## config.mk

```make
export PLATFORM = sky130hd
export DESIGN_NAME = mlbd_avg
export DESIGN_NICKNAME = d
export VERILOG_FILES = /design/src/design/mlbd_pkg.sv /design/src/design/mlbd_avg.sv
export SDC_FILE = /design/constraint.sdc
export NUM_CORES = 1
export LEC_CHECK = 0
export ABC_AREA = 1
export BUFFER_PORTS_ARGS = -buffer_cell sky130_fd_sc_hd__buf_2
export CAP_MARGIN = 30
export CORE_ASPECT_RATIO = 1.4
export CORE_UTILIZATION = 41
export DETAILED_ROUTE_END_ITERATION = 8
export GPL_ROUTABILITY_DRIVEN = 0
export MAX_ROUTING_LAYER = met4
export PLACE_DENSITY = 0.68
export REMOVE_ABC_BUFFERS = 1
export SLEW_MARGIN = 20
export SYNTH_ARGS = -nofsm -noshare
export SYNTH_HDL_FRONTEND = slang
export SYNTH_SLANG_ARGS = --single-unit
```

## constraint.sdc

```tcl
create_clock -name vclk -period 2.61
set_clock_uncertainty 0.2 [all_clocks]
set_input_delay 0.261 -clock vclk [all_inputs]
set_output_delay 0.261 -clock vclk [all_outputs]
set_load 0.05 [all_outputs]
```

## src/design/mlbd_pkg.sv

```systemverilog
// ----------------------------------------------------------------------------
// mlbd_pkg
// Shared constants and register codes of the mip level box downsampler.
// ----------------------------------------------------------------------------
package mlbd_pkg;

  // fixed port widths
  localparam int PIX_W = 16;
  localparam int CFG_W = 11;
  localparam int CFG_INDEX_W = 1;

  // parameter defaults
  localparam int DEF_MAX_WIDTH = 1024;
  localparam int DEF_CHANNEL_BITS = 16;

  // register reset values
  localparam logic [CFG_W-1:0] LINE_WIDTH_RESET = CFG_W'(256);
  localparam logic FILTER_ENABLE_RESET = 1'b1;

  // smallest line the counters handle
  localparam int MIN_WIDTH = 2;

  // rounding bias of the four-pixel average
  localparam int ROUND_BIAS = 2;

  // register indexes
  localparam logic [CFG_INDEX_W-1:0] REG_LINE_WIDTH = CFG_INDEX_W'(0);
  localparam logic [CFG_INDEX_W-1:0] REG_FILTER_ENABLE = CFG_INDEX_W'(1);

endpackage

```

## src/design/mlbd_avg.sv

```systemverilog
// ----------------------------------------------------------------------------
// mlbd_avg
// One channel of the output: rounded 2x2 average or the stored top-left value.
// ----------------------------------------------------------------------------
module mlbd_avg
  import mlbd_pkg::*;
#(
  parameter int CHANNEL_BITS = DEF_CHANNEL_BITS
) (
  input  logic                    filter,
  input  logic [CHANNEL_BITS:0]   stored,
  input  logic [CHANNEL_BITS-1:0] held,
  input  logic [CHANNEL_BITS-1:0] pixel,
  output logic [CHANNEL_BITS-1:0] result
);

  localparam int SUM_W = CHANNEL_BITS + 3;

  logic [SUM_W-1:0] sum;

  assign sum = SUM_W'(stored) + SUM_W'(held) + SUM_W'(pixel) + SUM_W'(ROUND_BIAS);

  always_comb begin
    if (filter) begin
      result = sum[CHANNEL_BITS+1:2];
    end else begin
      result = stored[CHANNEL_BITS-1:0];
    end
  end

endmodule

```

; ---- Yosys cells after proc, flatten, opt, wreduce, memory -nomap -nowiden
; Index checks and enable logic that the tools add are counted.
[totals]
memories = 0
romBits = 0
ram_bits = 0
wordCells = 4
latchBits = 0
input_bits = 50
output_inout_bits = 16
register_bits = 0
[classes]
magnitude_cmp = 0
bitwise = 0
n_div = 0
multipliers = 0
n_eq_ne = 0
shift = 0
n_mux = 1
n_addsub = 3
n_reduce_logical = 0
[op_table]
columns = cell, n
row1 = 17-bit by 16-bit adder with 18-bit output, 1
row2 = 18-bit by 16-bit adder with 18-bit output, 1
row3 = "18-bit by 2-bit adder with 18-bit output, second input constant", 1
row4 = 16-bit 2-to-1 mux, 1

; ---- Depth between registers and ports, before layout
[logic_depth]
word_depth = 4
depth_mapped = 15
ltp_nobuf = 15

; ---- Least setup slack after synthesis
; OpenSTA, ideal clock, no wires.
[synth_path]
path_type = in2out
start = input stored[2]
end = output result[0]
path_slack_ps = -163
t_arrival_ps = 2312
n_path_buf = 0
t_required_ps = 2149
cell_stages = 5
cell_sequence = fa_1 > ha_1 > inv_1 > xor2_1 > o21ai_0
[synth_via]
elab_chain_len = 4
[synth_rtl]
columns = element, line_no
row1 = start: declaration, mlbd_avg.sv:11  ; input logic [CHANNEL_BITS:0] stored,
row2 = 17-bit by 16-bit adder with 18-bit output, mlbd_avg.sv:21  ; assign sum = SUM_W'(stored) + SUM_W'(held) + SUM_W'(pixel) + SUM_W'(ROUND_BIAS);
row3 = 18-bit by 16-bit adder with 18-bit output, mlbd_avg.sv:21
row4 = 18-bit by 2-bit adder with 18-bit output, mlbd_avg.sv:21
row5 = 16-bit 2-to-1 mux, mlbd_avg.sv:24  ; if (filter) begin
row6 = end: declaration, mlbd_avg.sv:14  ; output logic [CHANNEL_BITS-1:0] result
; Every way passes these cells.

; ---- Worst setup path in the final report
[layout_path]
start = input pixel[9]
end = output result[14]
[layout_via]
elab_chain_len = 3
[layout_rtl]
columns = element, line_no
row1 = start: declaration, mlbd_avg.sv:13  ; input logic [CHANNEL_BITS-1:0] pixel,
row2 = 18-bit by 16-bit adder with 18-bit output, mlbd_avg.sv:21
row3 = 18-bit by 2-bit adder with 18-bit output, mlbd_avg.sv:21
row4 = 16-bit 2-to-1 mux, mlbd_avg.sv:24
; Every way passes these cells.

==> impl_metrics.toml <==
[finish]
design.seq.count = 0
final_cell_mix = "nand2_1 (65), buf_2 (51), inv_1 (40)"
n_fill_cell = 282
layout-drive-gt1-share_pct = 52.31
syn2layout_area_growth_pct = 70.25
regArea_um2 = 0
finalNetCount = 430
final.clkbuf_count = 0
multiInputGateArea_um2 = 1712
final_common_cell = "nand2_1"
n_antenna_cell = 0

[worst_hold_path]
hold_path_class = "in -> out"

[die]
core-area_um2 = 3441
dieHeight_um = 73.60
die_x_um = 53.15
dieArea_um2 = 3911
io_pins = 66
rows = 25
initial_core_util_pct = 43.64

[sta]
setup_violations = 0
worst_hold_slack_ns = 0.6844
worstMarginPinSlew_ns = 0.4099
finalCriticalPeriod_ns = 2.580
hold_viol = 0
relSlewSlack_pct = 72.64
fmax_mhz = 387.7
rsz0062_at_grt = "yes"
slew_violations = 0
finalCritPeriodShare_pct = 98.83

[critical_path]
end_kind = "primary output"
worstPathMaxFanout = 4
arrival_ns = 2.12
critical_path_class = "in -> out"
cp-start-kind = "input pin"
critPathRequiredTime_ns = 2.15

[grt]
first_global_vias = 1703
antenna_found_initial = 0
grt_pass1_wl_um = 6251
grt_usage_pct = 20.99
grt_max_degree = 14
grt_overflow = 0

[logic_synthesis]
netlist_area_um2 = 1501
synth.distinct_cells = 24
avgSynthCellArea_um2 = 5.797
synth_warnings = 0
synth_seq_area_share_pct = 0
postSynthCellCount = 259

[drt]
drt_iter0_markers = 31
post-route-drc-count = 0
vias = 1923
drt_pass1_iterations = 4
routed_wl_um = 4572
ant_nets = 0
wl_per_cell_um = 11.84
viasPerCell = 4.982

[pwr]
clockPowerShare_pct = 0
p_comb_share_pct = 100.0
ir_worst_vdd_mv = 0.3709
power_mw = 1.309
p_sw_share_pct = 57.55
cellInternalPower_mw = 0.5558
p_leak_nw = 1.378
pwr_density_cell_nw_per_um2 = 512.2
seqPwrFrac_pct = 0
switchingPower_mw = 0.7535

[placed_design]
dp_hpwl_um = 3331
portBuffers = 66

[job]
drv_cap = 0

[run_status]
outcome = "finished, final reports clean"

[clock_network]
ctsHoldBuffers = 0
## critical path, stage by stage
cell	delay, ns
buf_2	0.11
fa_1	0.52
ha_4	0.33
nand2_2	0.07
inv_4	0.08
nand2_4	0.06
nor3_4	0.19
nand2_4	0.08
nand3_1	0.08
nand3_1	0.08
nand2_1	0.10
buf_6	0.16
## power groups by stage
stage                     logic (mW)  registers [mW]  clock network, mW
after floorplan                0.666               0                  0
after global placement         0.955               0                  0
after detailed placement       0.964               0                  0
after CTS                       1.03               0                  0
after global routing            1.42               0                  0
final                           1.31               0                  0
## timing repair
item | 4_1_cts | 5_1_grt
setup endpoints to repair | 11 | 14
gates resized for setup | 18 | 105
pin swaps | 1 | 59
setup buffers | 0 | 2
## metal layers
layer | global-route usage [%] | wire (um)
met3 | 0.8282 | 110
met4 | 3.216 | 77
met5 | - | 0
met1 | 21.40 | 1671
met2 | 42.76 | 2713
## area by class of cell
type | count | area share (%)
multi-input cells | 207 | 66.96
repair buffers | 90 | 23.79
inverters | 49 | 7.293
well taps | 40 | 1.958
## through the flow
step	area [um^2]	utilization [%]	cells	setup slack, ns	TNS (ns)
after floorplan	1489	-	256	-0.1627	-0.5361
after global placement	2034	59.13	384	-0.1093	-0.4827
after detailed placement	2034	59.13	384	-0.1212	-0.6642
after CTS	2126	61.78	384	0.001850	0
after global routing	2556	74.29	386	-0.06993	-0.4144
final	2556	74.29	386	0.03049	0
## cells by family after synthesis
| kind of cell | Yosys count | synth area share, % |
|---|---|---|
| AND/OR/NAND/NOR | 149 | 42.33 |
| AO/OA/AOI/OAI | 21 | 7.500 |
| XOR/XNOR | 5 | 2.917 |
| adder cells (fa/ha/maj) | 32 | 34.17 |
| buffers and inverters | 52 | 13.08 |
## synthesized netlist by cell type
cell / number / area share, %
nand3b_1: 4 / 2.0
nor2_2: 2 / 0.83
a21oi_1: 11 / 3.7
buf_2: 1 / 0.33
o21ai_1: 4 / 1.3
o21ai_0: 3 / 1.0
clkinv_1: 1 / 0.25
ha_1: 17 / 14
a211oi_1: 1 / 0.50
and2_1: 1 / 0.42
o22ai_1: 1 / 0.42
nand2_2: 7 / 2.9
xnor2_1: 4 / 2.3
inv_2: 4 / 1.0
nand2_1: 105 / 26
nor2_1: 7 / 1.8
inv_1: 44 / 11
clkbuf_1: 2 / 0.50
nand3_1: 18 / 6.0
xor2_1: 1 / 0.58
nor3_1: 4 / 1.3
a21oi_2: 1 / 0.58
nor4_2: 1 / 0.83
fa_1: 15 / 20
## worst paths after layout
kind / to / slack [ns] / cells after the start / from
setup / recovery: result[14] / 0.03 / 12 / pixel[9]
hold / removal: result[10] / 0.68 / 4 / stored[10]
(Power assumes the default switching activity.)
