**src/design/mlbd_ram.sv**
```systemverilog
// ----------------------------------------------------------------------------
// mlbd_ram
// Generic single-port synchronous RAM with registered read data.
// ----------------------------------------------------------------------------
module mlbd_ram #(
  parameter int WIDTH = 8,
  parameter int DEPTH = 16
) (
  input  logic                     clk,
  input  logic                     we,
  input  logic                     re,
  input  logic [$clog2(DEPTH)-1:0] addr,
  input  logic [WIDTH-1:0]         wdata,
  output logic [WIDTH-1:0]         rdata
);

  logic [WIDTH-1:0] mem [DEPTH];

  always_ff @(posedge clk) begin
    if (we) begin
      mem[addr] <= wdata;
    end
    // read data holds while no read is issued
    if (re) begin
      rdata <= mem[addr];
    end
  end

endmodule

```
**config.mk**
```make
export PLATFORM = sky130hd
export DESIGN_NAME = mlbd_ram
export DESIGN_NICKNAME = d
export VERILOG_FILES = /design/src/design/mlbd_ram.sv
export SDC_FILE = /design/constraint.sdc
export NUM_CORES = 1
export LEC_CHECK = 0
export BUFFER_PORTS_ARGS = -buffer_cell sky130_fd_sc_hd__buf_4
export CORE_ASPECT_RATIO = 0.7
export CORE_MARGIN = 4
export CORE_UTILIZATION = 50
export DETAILED_ROUTE_END_ITERATION = 10
export PLACE_DENSITY = 0.76
export RECOVER_POWER = 50
export SLEW_MARGIN = 20
export SYNTH_ARGS = -nofsm -noshare
export SYNTH_HDL_FRONTEND = slang
export SYNTH_SLANG_ARGS = --single-unit
```
**constraint.sdc**
```tcl
create_clock -name clk -period 1.9 [get_ports clk]
set_input_delay 0.095 -clock clk [delete_from_list [all_inputs] [get_ports clk]]
set_output_delay 0.095 -clock clk [all_outputs]
set_load 0.005 [all_outputs]
```
# Yosys cells after proc, flatten, opt, wreduce, memory -nomap -nowiden
# Memories as Yosys holds them, arrays and structs flattened. A register that Yosys moved wholly into a read port is not among the register bits.
# Index checks and enable logic that the tools add are counted.
# W data, S select, Z words.
# op_classes
n_mul,0
bitwise,0
n_reduce_logical,0
shift,0
div,0
n_eq_ne,0
n_addsub,0
mux,2
order_cmp,0
# op_table
op,count
$mux W1,2
# totals
mem_bits_rw,128
in_bits,15
latchBits,0
register_bits,0
memories,1
wordCells,3
rom_bits,0
out_inout_bits,8
# mem_list
name,depth,word_bits,read_ports,rd_ports_with_merged_regs,write_ports,line,rtl
mem,16,8,1,1,1,17,logic [WIDTH-1:0] mem [DEPTH];

# Depth between registers and ports, before layout
# Gate-level depths: netlist (run 1).
# logic_depth
depth_word,2
ltp_mapped,5
mapped_depth_nobuf,3

# Worst setup path before layout (run 1)
# Ideal clock, no wire load.
# synth_path
path_type,input-to-reg
startpoint,input addr[2]
endpoint,memory mem[0][0] (enable)
required_time_ps,1517
setup_ps,383
n_path_buf,0
setup_slack_ps,312
t_arrival_ps,1205
path_stages,2
path_cell_list,or3b_2 -> nor3_1
# synth_rtl
element,line,rtl
"start, declared",12,"input logic [$clog2(DEPTH)-1:0] addr,"
"end, declared",17,
# No word-level cell before the write port.

==> impl_metrics.ini, run 1 <==
[min_path]
min-delay-start = wdata[1]
hp-class = in2reg
hold_depth = 1
hold_path_end = mem[10][1]

[logic_synthesis]
synth.yosys.seq_area_share_pct = 79.3
ys_ff_latch = 136
synth_cell_type_count = 17
syn_area_per_cell_um2 = 22.4
synth_nets = 245
syn_area_um2 = 5150
yosysWarnings = 0
synthCells = 230

[timing]
max_slew_margin_pct = 41.3
hold_viol = 0
worstMarginPinSlew_ns = 0.877
min_period_over_period_pct = 77.9
finClkSkew_ns = 0.0123
rsz0062_at_grt = false
setup_viol = 0
slew_viol_final = 0
fmax_ghz = 0.676
tns_ns = 0
min_period_ns = 1.48

[clock_tree]
clock_latency_ns = 0.41
tritoncts = built
cts_max_level = 4
cts.sinks = 136
clock-root-buffer = clkbuf_16
cts_resized = 0
clkTransAtPathRegs_ns = 0.06
clock_path_buffers = 2
cts_buffers = 17

[worst_setup_path]
reg2reg_from = mem[3][4]
crit_type = reg2reg
end_kind = register
r2r-end = rdata[4]
critical_path_arrival_ns = 1.62
cp-start-kind = register
ff2ff_path_depth = 3
regToRegSetupSlack_ns = 0.42
crit_fanout = 1
critPathRequiredTime_ns = 2.04

[drt]
first_iter_violations = 349
ant_nets = 0
wl_per_cell_um = 23.6
wirelength_mm = 10.2
vias = 2526
routed_via_density = 5.85
dr.pass1.iters = 5
route.detailed.drc = 0

[finish]
antenna_cells = 0
fillers = 656
postLayoutCellArea_um2 = 6220
area_growth_pct = 20.9
layout_common_cells = 136 x edfxtp_1, 37 x buf_4, 32 x mux4_2
final_common_cell = edfxtp_1
nets = 306
drive_gt1_share_pct = 33.2

[power]
p_int_mw = 5.58
sequentialPowerShare_pct = 48.9
combPwrFrac_pct = 4.8
leakage_nw = 2.06
p_sw_mw = 1.38
ir_worst_vdd_uv = 739
powerDensity_nw_per_um2 = 1120
clkPwrFrac_pct = 46.3
switching_share_pct = 19.8

[global_routing]
grt_pass1_vias = 2658
grt_max_degree = 18
track_usage_pct = 19.0
antenna_found_initial = 0
grt_pass1_wl_mm = 16.0
grt.overflow.total = 0

[run]
cap_violations = 0

[floorplan]
initial_utilization_pct = 52.1
die_y_um = 92.9
core_area_um2 = 9870
rows = 30
io_pins = 23
dieArea_um2 = 12000
die_w_um = 129

[place]
dp_hpwl_mm = 6.65
dpl_cell_area_um2 = 5650
routabilityCongestion = 0.835
port_buffers = 22

[outcome]
status = finished clean
-- timing repair --
item | in CTS | in global routing
setup buffers | 0 | 0
endpoints found under the hold margin | 40 | 0
hold buffers | 3 | 0
-- cells in the mapped netlist --
| library cell | count | area, um2 |
|---|---|---|
| nor2_1 | 13 | 48.8 |
| nand2b_1 | 2 | 12.5 |
| buf_6 | 2 | 22.5 |
| edfxtp_1 | 136 | 4080 |
| nor2b_1 | 2 | 12.5 |
| and2_1 | 1 | 6.26 |
| buf_2 | 2 | 10.0 |
| mux4_2 | 32 | 721 |
| nand2_1 | 9 | 33.8 |
| clkbuf_1 | 2 | 7.51 |
| nand3_1 | 1 | 5.00 |
| or3b_2 | 1 | 8.76 |
| a22oi_1 | 16 | 120 |
| nor3_1 | 4 | 20.0 |
| clkbuf_2 | 1 | 5.00 |
| nand3b_1 | 2 | 15.0 |
| buf_1 | 4 | 15.0 |
-- stage by stage --
| step | std cells | setup slack, ns | hold WS, ns | power (mW) | util [%] |
|---|---|---|---|---|---|
| CTS | 432 | 0.429 | 0.000335 | 7.02 | 63.5 |
| finish | 432 | 0.420 | 0.236 | 6.96 | 63.0 |
| global placement | 397 | 0.189 | 0.399 | 3.79 | 57.2 |
| floorplan | 230 | 0.312 | 0.194 | 3.63 | - |
| global route | 432 | 0.379 | 0.262 | 7.19 | 63.0 |
| detailed placement | 397 | 0.177 | 0.404 | 3.80 | 57.2 |
-- power groups by stage --
stage	Clock (mW)	Sequential, mW	Combinational (mW)
final	3.22	3.40	0.333
after global routing	3.42	3.41	0.361
after CTS	3.28	3.40	0.345
after detailed placement	0	3.46	0.338
after global placement	0	3.46	0.326
after floorplan	0	3.46	0.173
-- flip-flops by register name, summed over array words and instances, names as in the netlist --
name and count:
mem 128, rdata 8
-- how the worst max path moves through the flow --
stage / start / to / slack (ns) / cells past startpoint
after floorplan: addr[2] / mem[0][0] / 0.31 / 2
after global placement: addr[0] / rdata[3] / 0.19 / 5
after detailed placement: addr[0] / rdata[3] / 0.18 / 5
after CTS: mem[2][7] / rdata[7] / 0.43 / 3
after global routing: mem[3][1] / rdata[1] / 0.38 / 3
final: mem[3][4] / rdata[4] / 0.42 / 3
-- critical path: stages, from the launching register on --
cell      delay [ns]
edfxtp_1        0.36
mux4_2          0.48
a22oi_1         0.29
nand2_1         0.09
-- layout make-up --
type	instances	area [um2]	area share [%]
multi-input cells	83	1000	16.1
clock inverters	14	158	2.53
repair buffers	53	389	6.25
well taps	128	160	2.57
flip-flops and latches	136	4080	65.6
clock buffers	18	429	6.90
-- routing by layer --
layer	part of all wire [%]	global-route usage, %	routed length (um)
met1	45	27.1	4600
met2	47	28.0	4790
met3	7.0	7.20	719
met4	0.96	4.90	98
met5	0	0	0
-- logic make-up (layout without fill, tap and decap cells) --
family / count (synthesis) / in the layout / synth area share [%]
flops: 136 / 136 / 79.3
simple gates: 35 / 35 / 3.16
compound gates: 16 / 16 / 2.33
mux: 32 / 32 / 14.0
buf+inv: 11 / 85 / 1.17
No activity file was read; power rests on OpenSTA's default activity.
==> inputs of run 2 (changes only) <==
Settings changed: PLACE_DENSITY 0.76 to 0.79.
Clock period 1.9 ns to 1.3 ns, I/O delays scaled along.
==> run 2 against run 1 <==
Effect of this change:
- the run now ends with setup timing left
- clock-buffer cell count grew 4
- wire length grew 6.3%
- highest routed layer unchanged
- utilization grew 2.7 points
- setup slack lost 0.58 ns
- combinational power grew 68%
- sequential power grew 46%
- final cell count grew 3.2%
- register-to-register slack lost 0.58 ns
==> impl_metrics.ini, run 2 (synthesis results as in run 1) <==
[finish]
drive_gt1_share_pct = 40.9
top_register = mem
layout_common_cells = 136 x edfxtp_1, 43 x buf_4, 32 x mux4_2
area_growth_pct = 26.1
antenna_cells = 0
largestRegisters = mem x128, rdata x8
largest_reg_flops = 128
final_common_cell = edfxtp_1
nets = 320
instances_no_fill = 446
postLayoutCellArea_um2 = 6490
final_util_pct = 65.7

[timing]
hold_viol = 0
min_period_ns = 1.46
setup_viol = 8
fmax_ghz = 0.687
min_period_over_period_pct = 112
finClkSkew_ns = 0.00698
slew_viol_final = 0
worstMarginPinSlew_ns = 0.959
worst_slack_ns = -0.155
hold_slack_ns = 0.291
max_slew_margin_pct = 35.9
tns_ns = -0.710
rsz0062_at_grt = true

[clock_tree]
cts.sinks = 136
cts_buffers = 17
clock_path_buffers = 2
post_cts_buffers = 0
clkTransAtPathRegs_ns = 0.06
cts_max_level = 4
clock-root-buffer = clkbuf_16
tritoncts = built
clock_latency_ns = 0.41

[worst_setup_path]
crit_type = reg2reg
startpoint = mem[2][7]
crit_fanout = 1
critPathMaxStageDelay_ns = 0.50
regToRegSetupSlack_ns = -0.16
ff2ff_path_depth = 3
critical_path_arrival_ns = 1.61
crit_path_top_delay_cell = mux4_2
crit_family = multiplexers
crit_chain = mux4_2 > a22oi_2 > nand2_1
end_kind = register
crit_cells = 3
critPathCapture = rdata[7]
reg2reg_from = mem[2][7]
critPathRequiredTime_ns = 1.46
cp-start-kind = register
cp_num_buf_inv = 0
r2r-end = rdata[7]

[outcome]
violations = setup timing
status = finished with violations

[place]
dpl_cell_area_um2 = 5790
dp_slack_ns = -0.259
port_buffers = 22
dp_cells = 405
routabilityCongestion = 0.801
dp_hpwl_mm = 6.75

[drt]
wl_per_cell_um = 24.3
ant_nets = 0
vias = 2609
first_iter_violations = 195
routed_via_density = 5.85
dr.pass1.iters = 4
route.detailed.drc = 0
wirelength_mm = 10.8

[floorplan]
initial_utilization_pct = 52.1
io_pins = 23
die_y_um = 92.9
dieArea_um2 = 12000
die_w_um = 129
rows = 30
core_area_um2 = 9870

[global_routing]
grt_pass1_wl_mm = 16.7
antenna_found_initial = 0
grt_pass1_vias = 2680
grt_max_degree = 39
grt.overflow.total = 0
track_usage_pct = 20.1

[power]
leakage_nw = 2.16
powerDensity_nw_per_um2 = 1600
ir_worst_vdd_uv = 1160
total_power_mw = 10.4

[run]
cap_violations = 0

[min_path]
hp-class = in2reg
## run 2: changes by cell type in the layout (fill, tap and decap cells not counted), moves of 4 or more
cell and change:
nor2_1 -12, nor2_2 +12, a22oi_1 -9, a22oi_2 +9, buf_4 +6, dlygate4sd3_1 +6, buf_12 +4
## run 2: how the worst min path moves through the flow
stage	start	to	slack (ns)	cells past startpoint
floorplan	wdata[0]	mem[0][0]	0.16	0
global placement	wdata[1]	mem[0][1]	0.38	1
detailed placement	re	rdata[7]	0.38	1
CTS	addr[2]	mem[0][6]	0.27	4
global route	addr[2]	mem[0][6]	0.29	4
finish	addr[2]	mem[0][6]	0.29	4
## run 2: worst reg2reg max path: cells and delay by family, from the launching register on
family           cells  cell delay, ns
AND/OR/NAND/NOR      1            0.08
AO/OA/AOI/OAI        1            0.23
multiplexers         1            0.50
flip-flops           1            0.40
## run 2: final cells by class
class | instances | area, um2
Multi-Input combinational cell | 83 | 1080
Clock inverter | 10 | 151
Tap cell | 128 | 160
Sequential cell | 136 | 4080
Clock buffer | 22 | 444
Fill cell | 635 | 3380
Timing Repair Buffer | 67 | 567
## run 2: timing repair
action | 4_1_cts | 5_1_grt
pin swaps | 7 | 2
hold buffers | 9 | 0
endpoints found under the setup margin | 8 | 8
endpoints found under the hold margin | 136 | 0
gates resized for setup | 7 | 2
## run 2: metal layers
layer	global-route usage (%)	part of all wire (%)	up-vias
met5	0	0	-
met4	6.73	1.3	0
met3	6.86	7.9	10
met2	28.5	46	103
met1	29.3	45	1368
li1	-	-	1128
## run 2: where the power goes
group	internal, mW	switching [mW]
Sequential	4.95	0.0313
Clock	3.19	1.67
Combinational	0.262	0.298
